### src/design/frc_pkg.sv
`timescale 1ns / 1ps
// ----------------------------------------------------------------------------
// Flood risk classifier package
// Shared types, register indexes and output codes.
// ----------------------------------------------------------------------------
package frc_pkg;

	localparam int unsigned CFG_IDX_W  = 3;
	localparam int unsigned CFG_DATA_W = 16;

	localparam logic [CFG_IDX_W-1:0] IDX_CAUTION_LEVEL = 3'd0;
	localparam logic [CFG_IDX_W-1:0] IDX_WARNING_LEVEL = 3'd1;
	localparam logic [CFG_IDX_W-1:0] IDX_DANGER_LEVEL  = 3'd2;
	localparam logic [CFG_IDX_W-1:0] IDX_WARNING_TIME  = 3'd3;
	localparam logic [CFG_IDX_W-1:0] IDX_DANGER_TIME   = 3'd4;

	localparam logic [2:0] CLS_NORMAL  = 3'd0;
	localparam logic [2:0] CLS_CAUTION = 3'd1;
	localparam logic [2:0] CLS_WARNING = 3'd2;
	localparam logic [2:0] CLS_DANGER  = 3'd3;
	localparam logic [2:0] CLS_FAULT   = 3'd4;

	localparam logic [1:0] STAGE_OFF  = 2'd0;
	localparam logic [1:0] STAGE_WARN = 2'd1;
	localparam logic [1:0] STAGE_FULL = 2'd3;

	localparam logic [6:0] DUTY_OFF  = 7'd0;
	localparam logic [6:0] DUTY_WARN = 7'd70;
	localparam logic [6:0] DUTY_FULL = 7'd100;

	// Load enables of the first three pipeline stages
	typedef struct packed {
		logic en_s1;
		logic en_s2;
		logic en_s3;
	} stage_en_t;

	// Per-sample flags carried alongside the arrival checks
	typedef struct packed {
		logic err;
		logic ir_danger;
		logic ir_warning;
		logic ir_caution;
		logic caution_ge;
	} sample_flags_t;

endpackage

### src/design/frc_if.sv
`timescale 1ns / 1ps
// ----------------------------------------------------------------------------
// Flood risk classifier channels
// Sample channel and result channel, each a valid/ready beat.
// ----------------------------------------------------------------------------
interface frc_sample_if;
	logic               valid;
	logic               ready;
	logic        [15:0] level_mm;
	logic signed [15:0] rise_rate_mm_per_min;
	logic        [4:0]  ir_hits;
	logic               sensor_ok;
	logic               sensor_fault;

	modport source (
		output valid, level_mm, rise_rate_mm_per_min, ir_hits,
		       sensor_ok, sensor_fault,
		input  ready
	);
	modport sink (
		input  valid, level_mm, rise_rate_mm_per_min, ir_hits,
		       sensor_ok, sensor_fault,
		output ready
	);
endinterface

interface frc_result_if;
	logic       valid;
	logic       ready;
	logic [2:0] risk_level;
	logic [1:0] drive_stage;
	logic       pump_on;
	logic [6:0] pump_duty_pct;
	logic       emergency;

	modport source (
		output valid, risk_level, drive_stage, pump_on, pump_duty_pct, emergency,
		input  ready
	);
	modport sink (
		input  valid, risk_level, drive_stage, pump_on, pump_duty_pct, emergency,
		output ready
	);
endinterface

### src/design/flood_risk_classifier.sv
`timescale 1ns / 1ps
// ----------------------------------------------------------------------------
// Flood risk classifier
// Classifies each water sensor sample as normal, caution, warning, danger or
// sensor error and drives the pump and emergency outputs from the class.
// ----------------------------------------------------------------------------
//  channel   direction  handshake         payload
//  sample    in         valid / ready     level, rise rate, IR hits, flags
//  result    out        valid / ready     risk, power stage, pump, duty, emergency
//  cfg       in         cfg_we            cfg_index, cfg_wdata (no read-back)
//
// One sample a cycle is taken while the result side is not stalled. Four
// register stages: capture and subtract, the two multiplications, the
// compares, then classify into the output register.
// Reset clears the stage valid bits and loads the register defaults.
// Each stage loads whenever it is empty or the next stage moves, so a stall
// on the result side holds every occupied stage and nothing is dropped.
// ----------------------------------------------------------------------------
module flood_risk_classifier #(
	parameter int unsigned NO_ARRIVAL_TIME = 65535
) (
	input  logic                                clk,
	input  logic                                arst_n,
	frc_sample_if.sink                          sample,
	frc_result_if.source                        result,
	input  logic                                cfg_we,
	input  logic [frc_pkg::CFG_IDX_W-1:0]       cfg_index,
	input  logic [frc_pkg::CFG_DATA_W-1:0]      cfg_wdata
);

	// ------------------------------------------------------------------
	// Configuration registers
	// ------------------------------------------------------------------
	logic [15:0] caution_level_q;
	logic [15:0] warning_level_q;
	logic [15:0] danger_level_q;
	logic [15:0] warning_time_q;
	logic [15:0] danger_time_q;

	// Out-of-range indexes fall through and change nothing
	always_ff @(posedge clk or negedge arst_n) begin
		if (!arst_n) begin
			caution_level_q <= 16'd300;
			warning_level_q <= 16'd500;
			danger_level_q  <= 16'd700;
			warning_time_q  <= 16'd600;
			danger_time_q   <= 16'd300;
		end else if (cfg_we) begin
			unique case (cfg_index)
				frc_pkg::IDX_CAUTION_LEVEL: caution_level_q <= cfg_wdata;
				frc_pkg::IDX_WARNING_LEVEL: warning_level_q <= cfg_wdata;
				frc_pkg::IDX_DANGER_LEVEL:  danger_level_q  <= cfg_wdata;
				frc_pkg::IDX_WARNING_TIME:  warning_time_q  <= cfg_wdata;
				frc_pkg::IDX_DANGER_TIME:   danger_time_q   <= cfg_wdata;
				default: ;
			endcase
		end
	end

	// ------------------------------------------------------------------
	// Stage control: valid bits and load enables
	// ------------------------------------------------------------------
	logic valid_s1;
	logic valid_s2;
	logic valid_s3;
	logic valid_s4;
	logic en_s4;
	frc_pkg::stage_en_t en;

	// Advance a stage when it is empty or its contents move on
	assign en_s4    = !valid_s4 || result.ready;
	assign en.en_s3 = !valid_s3 || en_s4;
	assign en.en_s2 = !valid_s2 || en.en_s3;
	assign en.en_s1 = !valid_s1 || en.en_s2;

	assign sample.ready = en.en_s1;

	always_ff @(posedge clk or negedge arst_n) begin
		if (!arst_n) begin
			valid_s1 <= 1'b0;
			valid_s2 <= 1'b0;
			valid_s3 <= 1'b0;
			valid_s4 <= 1'b0;
		end else begin
			if (en.en_s1) valid_s1 <= sample.valid;
			if (en.en_s2) valid_s2 <= valid_s1;
			if (en.en_s3) valid_s3 <= valid_s2;
			if (en_s4)    valid_s4 <= valid_s3;
		end
	end

	// ------------------------------------------------------------------
	// Sample flags: decode IR switches and sensor health on capture,
	// then carry them down the pipe
	// ------------------------------------------------------------------
	frc_pkg::sample_flags_t flags_s1;
	frc_pkg::sample_flags_t flags_s2;
	frc_pkg::sample_flags_t flags_s3;

	always_ff @(posedge clk) begin
		if (en.en_s1) begin
			flags_s1.err        <= !sample.sensor_ok || sample.sensor_fault;
			flags_s1.ir_danger  <= |sample.ir_hits[4:2];
			flags_s1.ir_warning <= sample.ir_hits[1];
			flags_s1.ir_caution <= sample.ir_hits[0];
			flags_s1.caution_ge <= sample.level_mm >= caution_level_q;
		end
		if (en.en_s2) flags_s2 <= flags_s1;
		if (en.en_s3) flags_s3 <= flags_s2;
	end

	// ------------------------------------------------------------------
	// Arrival checks against the warning and danger targets; each hit
	// already includes the level-at-or-above-target case
	// ------------------------------------------------------------------
	logic warn_hit;
	logic dang_hit;

	frc_arrival_chk #(
		.NO_ARRIVAL_TIME (16'(NO_ARRIVAL_TIME))
	) u_warn_chk (
		.clk    (clk),
		.en     (en),
		.level  (sample.level_mm),
		.rate   (sample.rise_rate_mm_per_min),
		.target (warning_level_q),
		.limit  (warning_time_q),
		.hit    (warn_hit)
	);

	frc_arrival_chk #(
		.NO_ARRIVAL_TIME (16'(NO_ARRIVAL_TIME))
	) u_dang_chk (
		.clk    (clk),
		.en     (en),
		.level  (sample.level_mm),
		.rate   (sample.rise_rate_mm_per_min),
		.target (danger_level_q),
		.limit  (danger_time_q),
		.hit    (dang_hit)
	);

	// ------------------------------------------------------------------
	// Classify: error first, then danger, warning, caution
	// ------------------------------------------------------------------
	logic [2:0] risk_d;

	always_comb begin
		priority if (flags_s3.err) begin
			risk_d = frc_pkg::CLS_FAULT;
		end else if (flags_s3.ir_danger || dang_hit) begin
			risk_d = frc_pkg::CLS_DANGER;
		end else if (flags_s3.ir_warning || warn_hit) begin
			risk_d = frc_pkg::CLS_WARNING;
		end else if (flags_s3.ir_caution || flags_s3.caution_ge) begin
			risk_d = frc_pkg::CLS_CAUTION;
		end else begin
			risk_d = frc_pkg::CLS_NORMAL;
		end
	end

	// ------------------------------------------------------------------
	// Output register: decode pump and emergency drive from the class
	// ------------------------------------------------------------------
	logic [2:0] risk_s4;
	logic [1:0] stage_s4;
	logic       pump_s4;
	logic [6:0] duty_s4;
	logic       emerg_s4;

	always_ff @(posedge clk) begin
		if (en_s4) begin
			risk_s4 <= risk_d;
			unique case (risk_d)
				frc_pkg::CLS_WARNING: begin
					stage_s4 <= frc_pkg::STAGE_WARN;
					pump_s4  <= 1'b1;
					duty_s4  <= frc_pkg::DUTY_WARN;
					emerg_s4 <= 1'b0;
				end
				frc_pkg::CLS_DANGER,
				frc_pkg::CLS_FAULT: begin
					stage_s4 <= frc_pkg::STAGE_FULL;
					pump_s4  <= 1'b1;
					duty_s4  <= frc_pkg::DUTY_FULL;
					emerg_s4 <= 1'b1;
				end
				default: begin
					stage_s4 <= frc_pkg::STAGE_OFF;
					pump_s4  <= 1'b0;
					duty_s4  <= frc_pkg::DUTY_OFF;
					emerg_s4 <= 1'b0;
				end
			endcase
		end
	end

	assign result.valid         = valid_s4;
	assign result.risk_level    = risk_s4;
	assign result.drive_stage   = stage_s4;
	assign result.pump_on       = pump_s4;
	assign result.pump_duty_pct = duty_s4;
	assign result.emergency     = emerg_s4;

	// ------------------------------------------------------------------
	// Assertions
	// ------------------------------------------------------------------
`ifndef ASSERT_OFF
	// A held result must also hold the beat waiting behind it
	a_hold_s3: assert property (@(posedge clk) disable iff (!arst_n)
		(valid_s3 && valid_s4 && !result.ready) |=> valid_s3)
		else $error("stage 3 beat dropped during stall");

	// An error beat drives full power and emergency
	a_error_drive: assert property (@(posedge clk) disable iff (!arst_n)
		(result.valid && result.risk_level == frc_pkg::CLS_FAULT) |->
		(result.emergency && result.drive_stage == frc_pkg::STAGE_FULL
		 && result.pump_duty_pct == frc_pkg::DUTY_FULL))
		else $error("error class without full drive");

	// A danger-time write lands in its register
	a_cfg_write: assert property (@(posedge clk) disable iff (!arst_n)
		(cfg_we && cfg_index == frc_pkg::IDX_DANGER_TIME) |=>
		(danger_time_q == $past(cfg_wdata)))
		else $error("danger time register not written");
`endif

endmodule

### src/design/frc_arrival_chk.sv
`timescale 1ns / 1ps
// ----------------------------------------------------------------------------
// Flood risk arrival check
// Three-stage test of whether the water reaches a target level within a
// time limit, done by cross-multiplying instead of dividing.
// ----------------------------------------------------------------------------
module frc_arrival_chk #(
	parameter logic [15:0] NO_ARRIVAL_TIME = 16'd65535
) (
	input  logic                clk,
	input  frc_pkg::stage_en_t  en,
	input  logic [15:0]         level,
	input  logic signed [15:0]  rate,
	input  logic [15:0]         target,
	input  logic [15:0]         limit,
	output logic                hit
);

	// stage 1: differences and flags
	logic        ge_s1;
	logic        sat_s1;
	logic        rpos_s1;
	logic [15:0] diff_s1;
	logic [14:0] rmag_s1;
	logic [16:0] lim1_s1;

	// stage 2: both products
	logic        ge_s2;
	logic        sat_s2;
	logic        rpos_s2;
	logic [21:0] lhs_s2;
	logic [31:0] rhs_s2;

	// stage 3: verdict
	logic        hit_s3;

	always_ff @(posedge clk) begin
		if (en.en_s1) begin
			ge_s1   <= level >= target;
			sat_s1  <= limit >= NO_ARRIVAL_TIME;
			rpos_s1 <= !rate[15] && (rate != 16'sd0);
			diff_s1 <= target - level;
			rmag_s1 <= rate[14:0];
			lim1_s1 <= {1'b0, limit} + 17'd1;
		end
	end

	// diff * 60 as diff * 64 - diff * 4
	always_ff @(posedge clk) begin
		if (en.en_s2) begin
			ge_s2   <= ge_s1;
			sat_s2  <= sat_s1;
			rpos_s2 <= rpos_s1;
			lhs_s2  <= {diff_s1, 6'b0} - {4'b0, diff_s1, 2'b0};
			rhs_s2  <= 32'(lim1_s1) * 32'(rmag_s1);
		end
	end

	// floor(d*60/r) <= limit holds exactly when d*60 < (limit+1)*r
	always_ff @(posedge clk) begin
		if (en.en_s3) begin
			hit_s3 <= ge_s2 || sat_s2 || (rpos_s2 && ({10'b0, lhs_s2} < rhs_s2));
		end
	end

	assign hit = hit_s3;

endmodule

### src/flat_wrapper.sv
// flat-port wrapper written by rule: the top's interface ports become plain ports
module flood_risk_classifier_flat 
#(
	parameter int unsigned NO_ARRIVAL_TIME = 65535
)
  (clk, arst_n, cfg_we, cfg_index, cfg_wdata, sample_valid, sample_level_mm, sample_rise_rate_mm_per_min, sample_ir_hits, sample_sensor_ok, sample_sensor_fault, sample_ready, result_valid, result_risk_level, result_drive_stage, result_pump_on, result_pump_duty_pct, result_emergency, result_ready);
  frc_sample_if sample_i ();
  frc_result_if result_i ();
  input  logic clk;
  input  logic arst_n;
  input  logic cfg_we;
  input  logic [frc_pkg::CFG_IDX_W-1:0] cfg_index;
  input  logic [frc_pkg::CFG_DATA_W-1:0] cfg_wdata;
  input wire logic [$bits(sample_i.valid)-1:0] sample_valid;
  input wire logic [$bits(sample_i.level_mm)-1:0] sample_level_mm;
  input wire logic [$bits(sample_i.rise_rate_mm_per_min)-1:0] sample_rise_rate_mm_per_min;
  input wire logic [$bits(sample_i.ir_hits)-1:0] sample_ir_hits;
  input wire logic [$bits(sample_i.sensor_ok)-1:0] sample_sensor_ok;
  input wire logic [$bits(sample_i.sensor_fault)-1:0] sample_sensor_fault;
  output wire logic [$bits(sample_i.ready)-1:0] sample_ready;
  output wire logic [$bits(result_i.valid)-1:0] result_valid;
  output wire logic [$bits(result_i.risk_level)-1:0] result_risk_level;
  output wire logic [$bits(result_i.drive_stage)-1:0] result_drive_stage;
  output wire logic [$bits(result_i.pump_on)-1:0] result_pump_on;
  output wire logic [$bits(result_i.pump_duty_pct)-1:0] result_pump_duty_pct;
  output wire logic [$bits(result_i.emergency)-1:0] result_emergency;
  input wire logic [$bits(result_i.ready)-1:0] result_ready;
  assign sample_i.valid = sample_valid;
  assign sample_i.level_mm = sample_level_mm;
  assign sample_i.rise_rate_mm_per_min = sample_rise_rate_mm_per_min;
  assign sample_i.ir_hits = sample_ir_hits;
  assign sample_i.sensor_ok = sample_sensor_ok;
  assign sample_i.sensor_fault = sample_sensor_fault;
  assign sample_ready = sample_i.ready;
  assign result_valid = result_i.valid;
  assign result_risk_level = result_i.risk_level;
  assign result_drive_stage = result_i.drive_stage;
  assign result_pump_on = result_i.pump_on;
  assign result_pump_duty_pct = result_i.pump_duty_pct;
  assign result_emergency = result_i.emergency;
  assign result_i.ready = result_ready;
  flood_risk_classifier #(.NO_ARRIVAL_TIME(NO_ARRIVAL_TIME)) u_core (.clk(clk), .arst_n(arst_n), .sample(sample_i), .result(result_i), .cfg_we(cfg_we), .cfg_index(cfg_index), .cfg_wdata(cfg_wdata));
endmodule
### config.mk
export PLATFORM = sky130hd
export DESIGN_NAME = flood_risk_classifier_flat
export DESIGN_NICKNAME = d
export VERILOG_FILES = /design/src/design/frc_pkg.sv /design/src/design/frc_if.sv /design/src/design/flood_risk_classifier.sv /design/src/design/frc_arrival_chk.sv /design/src/flat_wrapper.sv
export SDC_FILE = /design/constraint.sdc
export NUM_CORES = 2
export LEC_CHECK = 0
export BUFFER_PORTS_ARGS = -buffer_cell sky130_fd_sc_hd__buf_4
export CORE_UTILIZATION = 40
export DETAILED_ROUTE_END_ITERATION = 10
export PLACE_DENSITY = 0.53
export SYNTH_ARGS = -nofsm -noshare
export SYNTH_HDL_FRONTEND = slang
export SYNTH_SLANG_ARGS = --single-unit
### constraint.sdc
create_clock -name clk -period 8.8 [get_ports clk]
set_clock_uncertainty 0.1 [all_clocks]
set_input_delay 0.44 -clock clk [delete_from_list [all_inputs] [get_ports clk]]
set_output_delay 0.44 -clock clk [all_outputs]
set_load 0.02 [all_outputs]
==> reports/metrics.csv <==
stage;metric;value;unit
job;max cap viols;0;
final_layout;multi-input logic area;20900;um2
min_path;Cells on Worst Hold Path;2;
logic_synthesis;Post-Synth Simple-Gate Area;14.9;%
final_layout;post-route cell area;35200;um2
setup_path;WP data required;8.97;ns
cts;CTS sink count;301;
final_layout;Area Growth Syn to Fin;9.44;%
drt;Detail Route Antenna Nets;0;
final_layout;share of cells above drive strength 1;7.78;%
logic_synthesis;Yosys reg bits;301;
cts;clk buf depth;3;
sta;Total Neg Setup Slack;0;ns
logic_synthesis;Post-synth EDFFs;217;
cts;CTS Root Cell;clkbuf_16;
sta;final slew viol count;0;
drt;drt first pass iters;5;
min_path;worst hold-check path type;input pin to register;
floorplanning;Top Ports;79;
logic_synthesis;top-area cell type share of the netlist area;24.1;%
placement;PortBufs;75;
logic_synthesis;Synth Flop Type;edfxtp_1;
sta;RSZ-0062 raised after global routing;false;
logic_synthesis;Synth Area in Compound Gates;8.14;%
sta;Achievable Freq;144;MHz
global_route;GR Util All Layers;20.0;%
cts;clk_lat worst skew;0.57;ns
global_route;antenna violations before repair;4;
logic_synthesis;Post-Synthesis Cells;3219;
global_route;first-pass GRT wire length;129000;um
floorplanning;die height;286;um
setup_path;largest fanout on the critical path;24;
sta;Slew @ Worst Pin;1.14;ns
logic_synthesis;synthesized area;32200;um2
placement;DP Area;33800;um2
floorplanning;die width;286;um
logic_synthesis;Ys Warns;0;
logic_synthesis;most frequent cell after synthesis;inv_1;
final_layout;Final Util;44.4;%
setup_path;Setup crit end kind;register;
global_route;largest net degree at the start of global routing;86;
setup_path;Crit Path Class;register to register;
cts;postcts setup bufs;0;
global_route;vias in the first global route;24000;
floorplanning;# rows;103;
sta;Final setup viols;0;
setup_path;R2R setup slack;1.87;ns
logic_synthesis;multiplexer share of the synthesized area;2.19;%
floorplanning;placeable core area;79300;um2
setup_path;CP Launch Type;register;
setup_path;RR Endpoint;u_core.u_dang_chk.rhs_s2[28];
sta;Tmin final;6.93;ns
final_layout;register area;8650;um2
cts;PostCTS Resize Cnt;0;
drt;Routed WL per cell;18.2;um
logic_synthesis;main combinational cell family by area after synthesis;adder cells;
sta;max_slew headroom;24.1;%
drt;DRT iter0 DRCs;1168;
sta;period utilization;78.8;%
cts;hold-fix buffers at CTS;22;
drt;total wire length;79100;um
drt;routed vias/inst;5.17;
sta;Hold Violations, Final;0;
placement;post-DP HPWL;61700;um
run_status;run status;complete, no violations;
logic_synthesis;register area share after synthesis;26.9;%
logic_synthesis;library cells used by synthesis;88;
logic_synthesis;Avg Inst Size Synth;10.0;um2
logic_synthesis;synth cell count leaders;inv_1 (592), fa_1 (388), nand2_1 (316);
drt;drc violations;0;
final_layout;final net count;4020;
logic_synthesis;adder-cell share of the synthesized area;36.1;%
cts;Max H-tree Level;2;
drt;vias;22500;
floorplanning;Initial Util;40.6;%
logic_synthesis;ranking of synthesized cells by area;fa_1 (24%), edfxtp_1 (20%), ha_1 (12%);
cts;Clk pin slew, worst setup/hold paths;0.07;ns
setup_path;worst reg2reg path depth;19;
placement;Final Wtd Congestion;0.883;
cts;CTS Buf Count;37;
logic_synthesis;Post-Synth XOR/XNOR Area;3.46;%
min_path;min-delay src;sample_ir_hits[3];
global_route;Congestion Overflow GR;0;
logic_synthesis;Synth area leader;fa_1;
final_layout;fillcell total;7586;
floorplanning;full die area;81600;um2
setup_path;Arr. time, crit path;7.10;ns
logic_synthesis;ys async rst share;27.9;%
cts;CTS tree;yes;
min_path;worst hold endpoint;u_core.flags_s1[3];
setup_path;worst r2r src;u_core.u_warn_chk.rmag_s1[11];
==> critical path, cell delays in order (launching register included) <==
cell      delay [ns]
edfxtp_1        1.03
buf_4           0.35
nand2_1         0.09
fa_1            0.51
inv_1           0.06
fa_1            0.57
fa_1            0.45
fa_1            0.48
fa_1            0.50
inv_1           0.05
fa_1            0.48
inv_1           0.04
ha_1            0.38
a21oi_1         0.21
o21ai_0         0.14
nor2b_1         0.16
a211o_1         0.29
o31ai_2         0.43
o31ai_1         0.13
xor2_1          0.16
==> cells in the final DEF, fill, tap and decap left out, types with 16 or more instances in the layout <==
master and instances:
inv_1 592, fa_1 388, nand2_1 316, and2_1 312
ha_1 308, edfxtp_1 217, a21oi_1 113, buf_4 91
xnor2_1 89, nor2_1 85, o21ai_0 83, dfrtp_1 60
mux2_2 59, a21o_1 48, xor2_1 38, clkbuf_16 38
nand3_1 36, nor3_1 28, nand4_1 26, dfstp_2 24
dlygate4sd3_1 22, nor2b_1 21, o21a_1 21, nand2b_1 19
and3_1 18, a211oi_1 16
==> per-stage QoR <==
stage	hold WS, ns	worst slack [ns]	std cells
after detailed placement	0.305	1.90	4250
after global placement	0.304	1.96	4250
final	0.0353	1.87	4342
after floorplan	0.0444	2.68	3221
after global routing	0.0201	1.52	4341
after CTS	0.00130	1.85	4339
==> cells by family after synthesis <==
logic type	Yosys count
AND/OR/NAND/NOR	927
buffers and inverters	705
adder cells (fa/ha/maj)	696
AO/OA/AOI/OAI	399
flip-flops	301
XOR/XNOR	127
multiplexers	63
other	1
==> sequential cells by signal, indices dropped and copies added, names as in the netlist, 2 cells and up <==
name                         flops
u_core.flags_s3                  5
u_core.result.pump_duty_pct      2
u_core.u_warn_chk.rmag_s1       15
u_core.danger_time_q            16
u_core.u_dang_chk.diff_s1       16
u_core.u_warn_chk.diff_s1       16
u_core.u_warn_chk.rhs_s2        32
u_core.caution_level_q          16
u_core.warning_time_q           16
u_core.u_dang_chk.lim1_s1       16
u_core.u_warn_chk.lim1_s1       16
u_core.danger_level_q           16
u_core.flags_s2                  5
u_core.u_warn_chk.lhs_s2        20
u_core.u_dang_chk.rhs_s2        32
u_core.warning_level_q          16
u_core.result.risk_level         3
u_core.u_dang_chk.lhs_s2        20
u_core.flags_s1                  5
==> how the worst max path moves through the flow <==
stage          cells past startpoint                           end  slack, ns                           from
6_report                          19  u_core.u_dang_chk.rhs_s2[28]       1.87  u_core.u_warn_chk.rmag_s1[11]
4_1_cts                           19  u_core.u_dang_chk.rhs_s2[30]       1.85  u_core.u_warn_chk.rmag_s1[11]
3_3_place_gp                      21  u_core.u_warn_chk.rhs_s2[27]       1.96   u_core.u_warn_chk.rmag_s1[0]
5_1_grt                           21  u_core.u_dang_chk.rhs_s2[28]       1.52   u_core.u_warn_chk.rmag_s1[0]
3_5_place_dp                      21  u_core.u_dang_chk.rhs_s2[26]       1.90   u_core.u_warn_chk.rmag_s1[0]
2_1_floorplan                     22  u_core.u_dang_chk.rhs_s2[26]       2.68   u_core.u_warn_chk.rmag_s1[0]
==> layer usage <==
metal | vias up | GRT usage (%) | share of wire, %
met2 | 488 | 33.6 | 48
met1 | 11400 | 27.1 | 45
met5 | - | 0 | 0.024
met4 | 4 | 5.56 | 2.7
met3 | 114 | 2.42 | 4.1
li1 | 10500 | - | -
==> layout make-up <==
cell class                 instances  area share [%]
antenna                            3          0.0213
clock buffer                      49            2.85
clock inverter                    18           0.639
inverter                         592            6.31
multi-input combinational       2215            59.3
sequential                       301            24.6
tap                             1050            3.73
timing repair buffer             114            2.62
Power is not shown: default switching activity piles up to over one toggle a cycle in this logic, so the estimate is an artifact.
